==> src/design/sbj_pkg.sv <==
package sbj_pkg;

  // Field and register widths
  localparam int unsigned KEY_W           = 31;
  localparam int unsigned CAP_W           = 32;
  localparam int unsigned PNUM_W          = 32;
  localparam int unsigned OUT_IDX_W       = 6;
  localparam int unsigned OP_W            = 2;
  localparam int unsigned REG_IDX_W       = 1;
  localparam int unsigned CFG_DATA_W      = 32;

  // Default sizes
  localparam int unsigned INNER_DEPTH_DEF = 64;
  localparam int unsigned QUEUE_DEPTH_DEF = 2;

  typedef enum logic [OP_W-1:0] {
    OP_LOAD    = 2'd0,
    OP_PROBE   = 2'd1,
    OP_RESTART = 2'd2
  } sbj_op_e;

  typedef enum logic [REG_IDX_W-1:0] {
    REG_BAND_WIDTH      = 1'b0,
    REG_RESULT_CAPACITY = 1'b1
  } sbj_reg_e;

  typedef enum logic [1:0] {
    ST_IDLE,
    ST_SRCH,
    ST_SCAN
  } sbj_state_e;

  // Command word from the front to the back
  typedef struct packed {
    sbj_op_e           op;
    logic [KEY_W-1:0]  key;
    logic [PNUM_W-1:0] probe;
  } sbj_cmd_t;

  // Result word from the back to the output queue
  typedef struct packed {
    logic [PNUM_W-1:0]    outer_index;
    logic [OUT_IDX_W-1:0] match_pos;
    logic                 last_of_probe;
    logic                 capacity_reached;
  } sbj_res_t;

endpackage

==> src/design/sbj_fifo.sv <==
module sbj_fifo #(
  parameter int unsigned WIDTH = 8,
  parameter int unsigned DEPTH = sbj_pkg::QUEUE_DEPTH_DEF
) (
  input  logic             clk_i,
  input  logic             rst_ni,
  input  logic             push_i,
  input  logic [WIDTH-1:0] wdata_i,
  output logic             full_o,
  input  logic             pop_i,
  output logic [WIDTH-1:0] rdata_o,
  output logic             empty_o
);

  localparam int unsigned PTR_W = (DEPTH > 1) ? $clog2(DEPTH) : 1;
  localparam int unsigned CNT_W = $clog2(DEPTH + 1);

  logic [WIDTH-1:0] store_q [DEPTH];
  logic [PTR_W-1:0] wr_ptr_q, wr_ptr_d;
  logic [PTR_W-1:0] rd_ptr_q, rd_ptr_d;
  logic [CNT_W-1:0] count_q, count_d;
  logic             do_push, do_pop;

  assign full_o  = (count_q == CNT_W'(DEPTH));
  assign empty_o = (count_q == '0);
  assign rdata_o = store_q[rd_ptr_q];
  assign do_push = push_i && !full_o;
  assign do_pop  = pop_i && !empty_o;

  // Advance pointers and occupancy
  always_comb begin
    wr_ptr_d = wr_ptr_q;
    rd_ptr_d = rd_ptr_q;
    count_d  = count_q;
    if (do_push) begin
      wr_ptr_d = (wr_ptr_q == PTR_W'(DEPTH - 1)) ? '0 : wr_ptr_q + 1'b1;
    end
    if (do_pop) begin
      rd_ptr_d = (rd_ptr_q == PTR_W'(DEPTH - 1)) ? '0 : rd_ptr_q + 1'b1;
    end
    if (do_push && !do_pop) begin
      count_d = count_q + 1'b1;
    end else if (do_pop && !do_push) begin
      count_d = count_q - 1'b1;
    end
  end

  always_ff @(posedge clk_i or negedge rst_ni) begin
    if (!rst_ni) begin
      wr_ptr_q <= '0;
      rd_ptr_q <= '0;
      count_q  <= '0;
    end else begin
      wr_ptr_q <= wr_ptr_d;
      rd_ptr_q <= rd_ptr_d;
      count_q  <= count_d;
    end
  end

  // Hold the payload words
  always_ff @(posedge clk_i) begin
    if (do_push) begin
      store_q[wr_ptr_q] <= wdata_i;
    end
  end

endmodule

==> src/design/sbj_front.sv <==
module sbj_front (
  input  logic                                clk_i,
  input  logic                                rst_ni,
  input  logic                                push,
  output logic                                full,
  input  logic [sbj_pkg::OP_W-1:0]            opcode_i,
  input  logic [sbj_pkg::KEY_W-1:0]           key_i,
  input  logic                                cmdq_full_i,
  output logic                                cmdq_push_o,
  output sbj_pkg::sbj_cmd_t                   cmd_o
);

  logic                        accept;
  logic [sbj_pkg::PNUM_W-1:0]  probe_q, probe_d;
  logic                        keep;

  assign full   = cmdq_full_i;
  assign accept = push && !cmdq_full_i;

  // Classify the word: number probes, drop unused opcodes
  always_comb begin
    probe_d = probe_q;
    keep    = 1'b0;
    unique case (opcode_i)
      sbj_pkg::OP_LOAD: begin
        keep = 1'b1;
      end
      sbj_pkg::OP_PROBE: begin
        keep = 1'b1;
        if (accept) begin
          probe_d = probe_q + 1'b1;
        end
      end
      sbj_pkg::OP_RESTART: begin
        keep = 1'b1;
        if (accept) begin
          probe_d = '0;
        end
      end
      default: begin
        keep = 1'b0;
      end
    endcase
  end

  assign cmdq_push_o = accept && keep;
  assign cmd_o.op    = sbj_pkg::sbj_op_e'(opcode_i);
  assign cmd_o.key   = key_i;
  assign cmd_o.probe = probe_q;

  always_ff @(posedge clk_i or negedge rst_ni) begin
    if (!rst_ni) begin
      probe_q <= '0;
    end else begin
      probe_q <= probe_d;
    end
  end

endmodule

==> src/design/sbj_back.sv <==
module sbj_back #(
  parameter int unsigned INNER_DEPTH = sbj_pkg::INNER_DEPTH_DEF
) (
  input  logic                                clk_i,
  input  logic                                rst_ni,
  input  logic                                cfg_we_i,
  input  logic [sbj_pkg::REG_IDX_W-1:0]       cfg_idx_i,
  input  logic [sbj_pkg::CFG_DATA_W-1:0]      cfg_data_i,
  input  logic                                cmd_empty_i,
  input  sbj_pkg::sbj_cmd_t                   cmd_i,
  output logic                                cmd_pop_o,
  input  logic                                res_full_i,
  output logic                                res_push_o,
  output sbj_pkg::sbj_res_t                   res_o
);

  localparam int unsigned IDX_W = (INNER_DEPTH > 1) ? $clog2(INNER_DEPTH) : 1;
  localparam int unsigned CNT_W = $clog2(INNER_DEPTH + 1);
  localparam int unsigned KEY_W = sbj_pkg::KEY_W;
  localparam int unsigned CAP_W = sbj_pkg::CAP_W;

  sbj_pkg::sbj_state_e state_q, state_d;

  logic [KEY_W-1:0]          band_q;
  logic [CAP_W-1:0]          cap_q;
  logic [CNT_W-1:0]          count_q, count_d;
  logic [CAP_W-1:0]          total_q, total_d;
  logic [CNT_W-1:0]          left_q, left_d;
  logic [CNT_W-1:0]          right_q, right_d;
  logic [CNT_W-1:0]          idx_q, idx_d;
  logic [KEY_W+1:0]          lo_q, lo_d;
  logic [KEY_W:0]            hi_q, hi_d;
  logic [sbj_pkg::PNUM_W-1:0] pnum_q, pnum_d;
  logic                      pend_q, pend_d;
  logic [IDX_W-1:0]          pend_idx_q, pend_idx_d;
  logic                      pend_cap_q, pend_cap_d;

  logic [KEY_W-1:0]          keys_q [INNER_DEPTH];
  logic [KEY_W-1:0]          rdata_q;
  logic [IDX_W-1:0]          rd_addr;
  logic                      we;

  logic [CNT_W:0]            mid_cur_sum, mid_nxt_sum;
  logic [CNT_W-1:0]          mid_cur;
  logic                      key_ge_lo, key_le_hi, below_cap, cont, last;

  assign mid_cur_sum = {1'b0, left_q} + {1'b0, right_q};
  assign mid_cur     = mid_cur_sum[CNT_W:1];
  assign mid_nxt_sum = {1'b0, left_d} + {1'b0, right_d};
  assign key_ge_lo   = $signed({2'b00, rdata_q}) >= $signed(lo_q);
  assign key_le_hi   = {1'b0, rdata_q} <= hi_q;
  assign below_cap   = total_q < cap_q;
  assign cont        = (idx_q < count_q) && key_le_hi && below_cap;

  // Sequence loads, restarts, search and scan
  always_comb begin
    state_d    = state_q;
    count_d    = count_q;
    total_d    = total_q;
    left_d     = left_q;
    right_d    = right_q;
    idx_d      = idx_q;
    lo_d       = lo_q;
    hi_d       = hi_q;
    pnum_d     = pnum_q;
    pend_d     = pend_q;
    pend_idx_d = pend_idx_q;
    pend_cap_d = pend_cap_q;
    cmd_pop_o  = 1'b0;
    res_push_o = 1'b0;
    last       = 1'b0;
    we         = 1'b0;
    unique case (state_q)
      sbj_pkg::ST_IDLE: begin
        if (!cmd_empty_i) begin
          cmd_pop_o = 1'b1;
          unique case (cmd_i.op)
            sbj_pkg::OP_LOAD: begin
              if (count_q < CNT_W'(INNER_DEPTH)) begin
                we      = 1'b1;
                count_d = count_q + 1'b1;
              end
            end
            sbj_pkg::OP_RESTART: begin
              count_d = '0;
              total_d = '0;
            end
            sbj_pkg::OP_PROBE: begin
              pnum_d = cmd_i.probe;
              lo_d   = {2'b00, cmd_i.key} - {2'b00, band_q};
              hi_d   = {1'b0, cmd_i.key} + {1'b0, band_q};
              if (below_cap) begin
                left_d  = '0;
                right_d = count_q;
                state_d = sbj_pkg::ST_SRCH;
              end
            end
            default: begin
              state_d = sbj_pkg::ST_IDLE;
            end
          endcase
        end
      end
      sbj_pkg::ST_SRCH: begin
        // rdata_q holds the key at the current midpoint
        if (left_q < right_q) begin
          if (key_ge_lo) begin
            right_d = mid_cur;
          end else begin
            left_d = mid_cur + 1'b1;
          end
        end else begin
          idx_d   = right_q;
          state_d = sbj_pkg::ST_SCAN;
        end
      end
      sbj_pkg::ST_SCAN: begin
        // A pending pair leaves once the next key decides whether it is the last
        if (!(pend_q && res_full_i)) begin
          res_push_o = pend_q;
          last       = !cont;
          if (cont) begin
            pend_d     = 1'b1;
            pend_idx_d = idx_q[IDX_W-1:0];
            pend_cap_d = ({1'b0, total_q} + 1'b1) == {1'b0, cap_q};
            total_d    = total_q + 1'b1;
            idx_d      = idx_q + 1'b1;
          end else begin
            pend_d  = 1'b0;
            state_d = sbj_pkg::ST_IDLE;
          end
        end
      end
      default: begin
        state_d = sbj_pkg::ST_IDLE;
      end
    endcase
  end

  // Present the next read address so the key is ready in the following cycle
  always_comb begin
    if (state_d == sbj_pkg::ST_SRCH) begin
      rd_addr = mid_nxt_sum[IDX_W:1];
    end else begin
      rd_addr = idx_d[IDX_W-1:0];
    end
  end

  assign res_o.outer_index      = pnum_q;
  assign res_o.match_pos        = sbj_pkg::OUT_IDX_W'(pend_idx_q);
  assign res_o.last_of_probe    = last;
  assign res_o.capacity_reached = pend_cap_q;

  always_ff @(posedge clk_i or negedge rst_ni) begin
    if (!rst_ni) begin
      state_q <= sbj_pkg::ST_IDLE;
      count_q <= '0;
      total_q <= '0;
      pend_q  <= 1'b0;
    end else begin
      state_q <= state_d;
      count_q <= count_d;
      total_q <= total_d;
      pend_q  <= pend_d;
    end
  end

  // Hold the search and scan working registers
  always_ff @(posedge clk_i) begin
    left_q     <= left_d;
    right_q    <= right_d;
    idx_q      <= idx_d;
    lo_q       <= lo_d;
    hi_q       <= hi_d;
    pnum_q     <= pnum_d;
    pend_idx_q <= pend_idx_d;
    pend_cap_q <= pend_cap_d;
  end

  // Configuration registers
  always_ff @(posedge clk_i or negedge rst_ni) begin
    if (!rst_ni) begin
      band_q <= '0;
      cap_q  <= '1;
    end else if (cfg_we_i) begin
      unique case (sbj_pkg::sbj_reg_e'(cfg_idx_i))
        sbj_pkg::REG_BAND_WIDTH:      band_q <= cfg_data_i[KEY_W-1:0];
        sbj_pkg::REG_RESULT_CAPACITY: cap_q  <= cfg_data_i[CAP_W-1:0];
        default:                      band_q <= band_q;
      endcase
    end
  end

  // Inner key memory: one write, one registered read
  always_ff @(posedge clk_i) begin
    if (we) begin
      keys_q[count_q[IDX_W-1:0]] <= cmd_i.key;
    end
    rdata_q <= keys_q[rd_addr];
  end

endmodule

==> src/design/sorted_band_join_probe.sv <==
// Band join probe engine. Words with opcode load append a key to a sorted inner
// table of INNER_DEPTH entries (loads beyond it are dropped), restart clears the
// table, the probe numbering and the emitted total, and probe looks up every
// inner key within band_width of the probe key, giving one result word per match
// in table order, the last one of a probe marked, until the emitted total meets
// result_capacity. A probe that does not find the capacity already met runs a
// lower-bound search over the loaded keys and then scans the matching keys:
// every search step and every scan step is one read of the key memory's single
// read port. A small command queue ahead of the engine and a result queue behind
// it let input and output stall independently; a full result queue holds the
// scan.
module sorted_band_join_probe #(
  parameter int unsigned INNER_DEPTH = sbj_pkg::INNER_DEPTH_DEF
) (
  input  logic                              clk_i,
  input  logic                              rst_ni,
  input  logic                              cfg_we_i,
  input  logic [sbj_pkg::REG_IDX_W-1:0]     cfg_idx_i,
  input  logic [sbj_pkg::CFG_DATA_W-1:0]    cfg_data_i,
  input  logic                              push,
  output logic                              full,
  input  logic [sbj_pkg::OP_W-1:0]          opcode_i,
  input  logic [sbj_pkg::KEY_W-1:0]         key_i,
  output logic                              empty,
  input  logic                              pop,
  output logic [sbj_pkg::PNUM_W-1:0]        outer_index_o,
  output logic [sbj_pkg::OUT_IDX_W-1:0]     match_pos_o,
  output logic                              last_of_probe_o,
  output logic                              capacity_reached_o
);

  localparam int unsigned CMD_W = $bits(sbj_pkg::sbj_cmd_t);
  localparam int unsigned RES_W = $bits(sbj_pkg::sbj_res_t);

  sbj_pkg::sbj_cmd_t front_cmd, back_cmd;
  sbj_pkg::sbj_res_t back_res, out_res;
  logic              cmdq_push, cmdq_full, cmdq_pop, cmdq_empty;
  logic              resq_push, resq_full;

  sbj_front u_front (
    .clk_i       (clk_i),
    .rst_ni      (rst_ni),
    .push        (push),
    .full        (full),
    .opcode_i    (opcode_i),
    .key_i       (key_i),
    .cmdq_full_i (cmdq_full),
    .cmdq_push_o (cmdq_push),
    .cmd_o       (front_cmd)
  );

  sbj_fifo #(
    .WIDTH (CMD_W),
    .DEPTH (sbj_pkg::QUEUE_DEPTH_DEF)
  ) u_cmdq (
    .clk_i   (clk_i),
    .rst_ni  (rst_ni),
    .push_i  (cmdq_push),
    .wdata_i (front_cmd),
    .full_o  (cmdq_full),
    .pop_i   (cmdq_pop),
    .rdata_o (back_cmd),
    .empty_o (cmdq_empty)
  );

  sbj_back #(
    .INNER_DEPTH (INNER_DEPTH)
  ) u_back (
    .clk_i       (clk_i),
    .rst_ni      (rst_ni),
    .cfg_we_i    (cfg_we_i),
    .cfg_idx_i   (cfg_idx_i),
    .cfg_data_i  (cfg_data_i),
    .cmd_empty_i (cmdq_empty),
    .cmd_i       (back_cmd),
    .cmd_pop_o   (cmdq_pop),
    .res_full_i  (resq_full),
    .res_push_o  (resq_push),
    .res_o       (back_res)
  );

  sbj_fifo #(
    .WIDTH (RES_W),
    .DEPTH (sbj_pkg::QUEUE_DEPTH_DEF)
  ) u_resq (
    .clk_i   (clk_i),
    .rst_ni  (rst_ni),
    .push_i  (resq_push),
    .wdata_i (back_res),
    .full_o  (resq_full),
    .pop_i   (pop),
    .rdata_o (out_res),
    .empty_o (empty)
  );

  assign outer_index_o      = out_res.outer_index;
  assign match_pos_o        = out_res.match_pos;
  assign last_of_probe_o    = out_res.last_of_probe;
  assign capacity_reached_o = out_res.capacity_reached;

endmodule

==> config.mk <==
export PLATFORM = sky130hd
export DESIGN_NAME = sorted_band_join_probe
export DESIGN_NICKNAME = d
export VERILOG_FILES = /design/src/design/sbj_pkg.sv /design/src/design/sbj_fifo.sv /design/src/design/sbj_front.sv /design/src/design/sbj_back.sv /design/src/design/sorted_band_join_probe.sv
export SDC_FILE = /design/constraint.sdc
export NUM_CORES = 2
export LEC_CHECK = 0
export BUFFER_PORTS_ARGS = -buffer_cell sky130_fd_sc_hd__buf_2
export CAP_MARGIN = 20
export CORE_MARGIN = 4
export CORE_UTILIZATION = 25
export DETAILED_ROUTE_END_ITERATION = 12
export PLACE_DENSITY = 0.35
export SLEW_MARGIN = 20
export SYNTH_ARGS = -nofsm -noshare
export SYNTH_HDL_FRONTEND = slang
export SYNTH_SLANG_ARGS = --single-unit
==> constraint.sdc <==
create_clock -name clk_i -period 16.3 [get_ports clk_i]
set_input_delay 0 -clock clk_i [delete_from_list [all_inputs] [get_ports clk_i]]
set_output_delay 0 -clock clk_i [all_outputs]
set_load 0.02 [all_outputs]
# ---- After elaboration in Yosys (flattened, before gate mapping)
# Memories as Yosys holds them, arrays and structs flattened. A register that Yosys moved wholly into a read port is not among the register bits.
# Cells that the tools add are included.
dict set report classes {
  mux 60
  add_sub_neg 18
  order_cmp 6
  bitwise 3
  eq_ne 18
  reduce_logical 44
}
# cell count
set ops {}
lappend ops {{32-bit 2-to-1 mux} 6}
lappend ops {{32-bit case mux with 2 select lines} 2}
lappend ops {{7-bit 2-to-1 mux} 14}
lappend ops {{32-bit by 1-bit adder with 32-bit output (second input constant)} 2}
lappend ops {{7-bit case mux with 2 select lines} 4}
lappend ops {{32-bit by 1-bit adder with 33-bit output (second input constant)} 1}
lappend ops {{33-bit by 32-bit == test with 1-bit output} 1}
lappend ops {{32-bit by 33-bit >= comparator with 1-bit output} 1}
lappend ops {{31-bit by 31-bit adder with 32-bit output} 1}
lappend ops {{31-bit by 32-bit less-or-equal comparator with 1-bit output} 1}
lappend ops {{32-bit less-than comparator} 1}
lappend ops {{31-bit by 31-bit subtractor with 32-bit output} 1}
lappend ops {{1-bit 2-to-1 mux} 22}
lappend ops {{7-bit by 1-bit adder with 7-bit output (second input constant)} 3}
lappend ops {{2-bit 2-to-1 mux} 9}
lappend ops {{7-bit less-than comparator} 2}
lappend ops {{1-bit logical AND} 13}
lappend ops {{2-bit nonzero test} 6}
lappend ops {{2-bit == test (second input constant)} 5}
lappend ops {{2-bit logical NOT} 5}
lappend ops {{1-bit logical NOT} 9}
lappend ops {{3-bit AND reduction} 3}
lappend ops {{7-bit by 7-bit adder with 8-bit output} 1}
lappend ops {{2-bit by 1-bit == test with 1-bit output (second input constant)} 4}
lappend ops {{other kinds (16)} 32}
dict set report word_totals {
  n_memories 3
  regBits 270
  out_inout_bits 42
  mem_bits_rw 2194
}
# name depth word_bits read_ports rd_ports_with_merged_regs write_ports line
set memory_table {}
lappend memory_table {u_back.keys_q 64 31 1 1 1 sbj_back.sv:38} ;# logic [KEY_W-1:0] keys_q [INNER_DEPTH];
lappend memory_table {u_cmdq.store_q 2 65 1 0 1 sbj_fifo.sv:18} ;# logic [WIDTH-1:0] store_q [DEPTH];
lappend memory_table {u_resq.store_q 2 40 1 0 1 sbj_fifo.sv:18}

# ---- Longest topological paths before layout
dict set report logic_depth {
  depth_word 9
  mapped_depth 27
  mapped_depth_nobuf 24
}

# ---- Hierarchy
# Synthesis repeated with hierarchy kept, for this count alone.
dict set report unflattened {
  cells_unflattened 6864
  area_unflattened_um2 105678.9
}
# mod area_per_inst_um2 seq_area_each_um2 cells_each instances
set by_module_without_submodules {}
lappend by_module_without_submodules {sbj_back 95156.3 66358.6 6260 1}
lappend by_module_without_submodules {{sbj_fifo at u_cmdq} 5048.6 4003.8 221 1}
lappend by_module_without_submodules {{sbj_fifo at u_resq} 3286.9 2502.4 144 1}
lappend by_module_without_submodules {sbj_front 2187.1 800.8 239 1}

# ---- Worst setup path before layout
# OpenSTA, ideal clock, no wires.
dict set report synth_timing {
  path_type {register -> register}
  start {register u_back.state_q[0]}
  end {register u_back.rdata_q[19], read port of u_back.keys_q}
  path_slack_ns 7.330
  stages_incl_launch_ff 22
  synth_period_minus_slack_ns 8.970
  setup_ns 0.116
  path_buffers 1
  required_ns 16.184
  t_arrival_ns 8.854
  cell_sequence {dfrtp_1 > inv_1 > ha_1 > nand2_1 > nor2_1 > a22oi_2 > a221o_1 > and2_1 > fa_1 > a21o_1 > a21oi_1 > o21bai_1 > a21oi_1 > xnor3_1 > mux2_2 > nor2_2 > nand3_1 > clkbuf_1 > or3_1 > o21ai_0 > nor4_1 > and3_1}
}
dict set report synth_via {
  word_cells_on_any_way 16
  classes_between {1 x add/sub; 3 x eq/ne; 11 x mux; 1 x reduce/logical}
}
# element line
set synth_lines {}
lappend synth_lines {{start, declared} sbj_back.sv:22} ;# sbj_pkg::sbj_state_e state_q, state_d;
lappend synth_lines {{start signal, assigned} sbj_back.sv:156} ;# state_q <= sbj_pkg::ST_IDLE;
lappend synth_lines {{start signal, assigned} sbj_back.sv:161} ;# state_q <= state_d;
lappend synth_lines {{2-bit by 1-bit == test with 1-bit output or 2-bit logical NOT (tied branches)} sbj_back.sv:73} ;# unique case (state_q)
lappend synth_lines {{7-bit case mux with 2 select lines (*)} sbj_back.sv:73}
lappend synth_lines {{net u_back.right_d[0]} sbj_back.sv:29} ;# logic [CNT_W-1:0] right_q, right_d;
lappend synth_lines {{7-bit adder (*)} sbj_back.sv:49} ;# assign mid_nxt_sum = {1'b0, left_d} + {1'b0, right_d};
lappend synth_lines {{6-bit 2-to-1 mux (*)} sbj_back.sv:142} ;# if (state_d == sbj_pkg::ST_SRCH) begin
lappend synth_lines {{end, declared} sbj_back.sv:39} ;# logic [KEY_W-1:0] rdata_q;
# Mark *: on every way through the listed nets, which the timed path passes. The rest lies on a longest branch.
# A chain may end at the register's enable or synchronous reset.

# ---- Worst setup path after layout
dict set report layout_timing {
  start {register u_back.cap_q[17]}
  end {register u_back.rdata_q[5], read port of u_back.keys_q}
}
dict set report layout_via {
  elab_chain_len 7
  word_cells_on_any_way 22
  classes_between {1 x add/sub; 1 x order compare; 1 x eq/ne; 18 x mux; 1 x reduce/logical}
}
# element line
set layout_rtl {}
lappend layout_rtl {{start, declared} sbj_back.sv:25} ;# logic [CAP_W-1:0] cap_q;
lappend layout_rtl {{start signal, assigned} sbj_back.sv:188} ;# sbj_pkg::REG_RESULT_CAPACITY: cap_q <= cfg_data_i[CAP_W-1:0];
lappend layout_rtl {{32-bit less-than comparator} sbj_back.sv:52} ;# assign below_cap = total_q < cap_q;
lappend layout_rtl {{7-bit 2-to-1 mux} sbj_back.sv:92} ;# if (below_cap) begin
lappend layout_rtl {{7-bit 2-to-1 mux} sbj_back.sv:77} ;# unique case (cmd_i.op)
lappend layout_rtl {{7-bit 2-to-1 mux} sbj_back.sv:75} ;# if (!cmd_empty_i) begin
lappend layout_rtl {{7-bit case mux with 2 select lines} sbj_back.sv:73}
lappend layout_rtl {{net u_back.right_d[1]} sbj_back.sv:29}
lappend layout_rtl {{7-bit adder} sbj_back.sv:49}
lappend layout_rtl {{6-bit 2-to-1 mux} sbj_back.sv:142}
# The timed path passes the listed nets, and every way through them passes these cells. The select of a mux whose other input is x is not followed.

==> metrics.md <==
| Metric | Value |
|---|---|
| Skew final | `~69 ps` |
| Remaining antenna violation count | `0` |
| Final hold vios | `0` |
| Gpl congestion | `0.7807` |
| Final HPWL DP | `approximately 220000 microns` |
| Hold WC Path Type | `in2reg` |
| Max Freq | `105.7 MHz` |
| Post-CTS sizing | `0` |
| Post-synthesis sequential element count | `2493` |
| Full die area | `425700 sq um` |
| Starting DRT DRC Count | `5926` |
| Number of detailed-route iterations in the first pass | `5` |
| Total grt overflow | `0` |
| IO buf count | `112` |
| TNS Setup | `0 ps` |
| Via density | `4.776` |
| Flop-to-flop setup slack | `6840 ps` |
| Syn-to-layout area delta | `18.87%` |
| Syn nets | `8219` |
| Fraction of registers with async set/reset | `0.05816` |
| Worst-path fanout max | `between 100 and 150` |
| Worst Path Required | `17120 ps` |
| Fin crit period | `9464 ps` |
| Die Height | `652.5 microns` |
| R2r endpoint | `u_back.rdata_q[5]$_DFF_P_` |
| Max-slew headroom | `0.1477` |
| Initial Utilization | `0.2512` |
| Core footprint | `between 400000 and 500000 sq um` |
| Post-Syn Area | `103800 sq um` |
| Site row count | `236` |
| Share of layout cells above drive strength 1 | `0.1285` |
| DRC errors left | `0` |
| Final setup fails | `0` |
| Main synth FF type | `edfxtp_1` |
| Worst-Margin Slew | `1278 ps` |
| Global-route wire length before repair | `534200 microns` |
| CTS tree | `done` |
| Pleak | `42.52 nW` |
| IO Pins | `113` |
| WL per Instance | `27.27 microns` |
| Hold_buf cts | `about 150` |
| Initial antenna violation count | `50` |
| Critical Path AT | `~10000 ps` |
| Total wire length | `around 380000 microns` |
| Crit path to | `u_back.rdata_q[5]$_DFF_P_` |
| DR vias | `66920` |
| Power per cell area | `203.5 nW/um^2` |
| Inserted Clock Buffers | `about 310` |
| Crit end category | `register` |
| Global Route Usage Sum | `0.1746` |
| Synth Area per Inst | `around 13 sq um` |
| Later-pin clock latency in the skew report | `910 ps` |
| Worst r2r src | `u_back.cap_q[17]$_DFFE_PN1P_` |
| Post-CTS setup buffers | `0` |
| Clock transition at path regs | `60 ps` |
| Post-synth cell types | `89` |
| Post-Synthesis Cells | `between 7000 and 8000` |
| Critical Path Start | `u_back.cap_q[17]$_DFFE_PN1P_` |
| RSZ-0062 raised after global routing | `false` |
| Worst Hold Depth | `4` |
| Sequential area share after synthesis | `0.7094` |
| Post-synth EDFFs | `2297` |
| Clk root buf | `clkbuf_16` |
| Worst Setup Start Kind | `register` |
| Largest net degree at the start of global routing | `144` |
| Pwr Total | `25.12 mW` |
| HP Start | `cfg_data_i[1]` |
| Nets | `between 8000 and 9000` |
| Util after Layout | `0.2986` |
| Bufs on Longest Clock Path | `4` |
| Tcrit/Tclk final | `0.5806` |
| YS warnings | `0` |
| CP Class | `reg2reg` |
| VDD IR max | `0.1695 mV` |
| Vias in the first global route | `66580` |
| Die Wd | `652.5 microns` |
| Total of max-cap violations | `0` |
| Hold_ws | `92.89 ps` |
| CTS sink count | `approximately 2500` |
| Max Transition Viols Final | `0` |
| Run status | `finished, final reports clean` |
| FF-to-FF path depth | `22` |
| H-tree levels | `5` |
per-stage QoR:
step | instances | worst slack, ps | instance area, sq um
CTS | 13990 | 6820 | 123300
global route | 13990 | 6421 | 123400
global placement | 13290 | 6062 | 112000
floorplan | 7951 | 7330 | 103800
finish | 14010 | 6836 | 123400
detailed placement | 13300 | 6893 | 112200
cell usage in the layout (no fill, tap or decap), types with 146 or more instances in the layout:
master            n
nand3_1         332
ha_1            193
a21oi_1         558
nor2_1          181
clkbuf_16       311
buf_4           214
o21ai_0         283
a211oi_1        247
dlygate4sd3_1   146
edfxtp_1       2297
and3_1          275
nand2_1        1631
inv_1           182
cells in the mapped netlist, drive strengths merged, types with 33 or more instances:
| master | number | share of area |
|---|---|---|
| edfxtp | 2297 | 0.66 |
| nand2 | 1634 | 0.059 |
| a21oi | 559 | 0.027 |
| nand3 | 334 | 0.016 |
| clkbuf | 319 | 0.012 |
| o21ai | 296 | 0.014 |
| and3 | 276 | 0.017 |
| a211oi | 249 | 0.018 |
| nor2 | 248 | 0.0090 |
| ha | 193 | 0.023 |
| inv | 185 | 0.0067 |
| buf | 146 | 0.0062 |
| mux2 | 140 | 0.015 |
| dfrtp | 113 | 0.027 |
| xnor2 | 87 | 0.0073 |
| nor3 | 74 | 0.0037 |
| a31oi | 73 | 0.0044 |
| o31ai | 73 | 0.0053 |
| nor4 | 68 | 0.0042 |
| xor2 | 65 | 0.0055 |
| nand4 | 61 | 0.0037 |
| dfxtp | 51 | 0.0098 |
| or3 | 40 | 0.0024 |
| a311oi | 38 | 0.0032 |
| a21boi | 33 | 0.0024 |
cell type report:
cell class	count	area (sq um)
Clock inverter	137	1424
Antenna cell	23	57.56
Fill cell	41770	290000
Timing Repair Buffer	485	3910
Sequential cell	2493	73670
Tap cell	5474	6849
Inverter	188	705.7
Clock buffer	406	8229
Multi-Input combinational cell	4805	28600
worst min path at each step:
| stage | slack, ps | to |
|---|---|---|
| floorplan | -300 | u_back.band_q[0]$_DFFE_PN0P_ |
| global placement | -60 | u_front.probe_q[17]$_DFFE_PN0P_ |
| detailed placement | -50 | u_front.probe_q[17]$_DFFE_PN0P_ |
| CTS | 30 | u_back.band_q[1]$_DFFE_PN0P_ |
| global route | 90 | u_back.band_q[1]$_DFFE_PN0P_ |
| finish | 90 | u_back.band_q[1]$_DFFE_PN0P_ |
registers in the layout, indices dropped and copies added, names as in the netlist, 31 cells and up:
signal and count:
u_back.band_q 31, u_back.cap_q 32, u_back.hi_q 31, u_back.keys_q 1984
u_back.lo_q 32, u_back.pnum_q 32, u_back.rdata_q 31, u_back.total_q 32
u_cmdq.store_q 130, u_front.probe_q 32, u_resq.store_q 80
per-layer routing:
| metal | up-vias | GRT usage | wire length [microns] |
|---|---|---|---|
| met5 | - | 0 | 44 |
| met4 | 8 | 0.03284 | 6526 |
| met3 | 352 | 0.02211 | 18210 |
| met2 | 1611 | 0.2842 | 178400 |
| met1 | 34820 | 0.2499 | 178900 |
| li1 | 30120 | - | - |
power breakdown:
group | total (mW) | internal, mW | switching [mW]
sequential | 8.31 | 8.04 | 0.264
clock | 6.68 | 3.88 | 2.79
combinational | 10.1 | 2.73 | 7.40
kinds of logic (layout without fill, tap and decap cells):
| group | after synthesis | count (layout) | share of synthesized area |
|---|---|---|---|
| other | 0 | 23 | 0 |
| flip-flops | 2493 | 2493 | 0.7094 |
| multiplexers | 191 | 191 | 0.02375 |
| XOR/XNOR | 153 | 153 | 0.01304 |
| buffers and inverters | 653 | 1216 | 0.02457 |
| AO/OA/AOI/OAI | 1445 | 1445 | 0.08479 |
| adder cells (fa/ha/maj) | 197 | 197 | 0.02403 |
| AND/OR/NAND/NOR | 2819 | 2819 | 0.1204 |
critical path: stages (launching register included):
cell and delay, ps:
dfstp_2 540, inv_1 50, ha_1 280, a211oi_1 250
o21ai_1 180, nor4_1 720, o21a_1 700, nand2_1 340
nor2_1 170, a21oi_1 60, o221ai_1 370, ha_1 250
a21o_1 120, a41o_1 180, mux2i_4 710, and2_4 680
buf_12 470, buf_4 940, nand2_1 110, a31oi_1 230
o21ai_0 270, nor4_1 870, and3_1 280
Note: power is estimated with default switching activity, not from simulation.
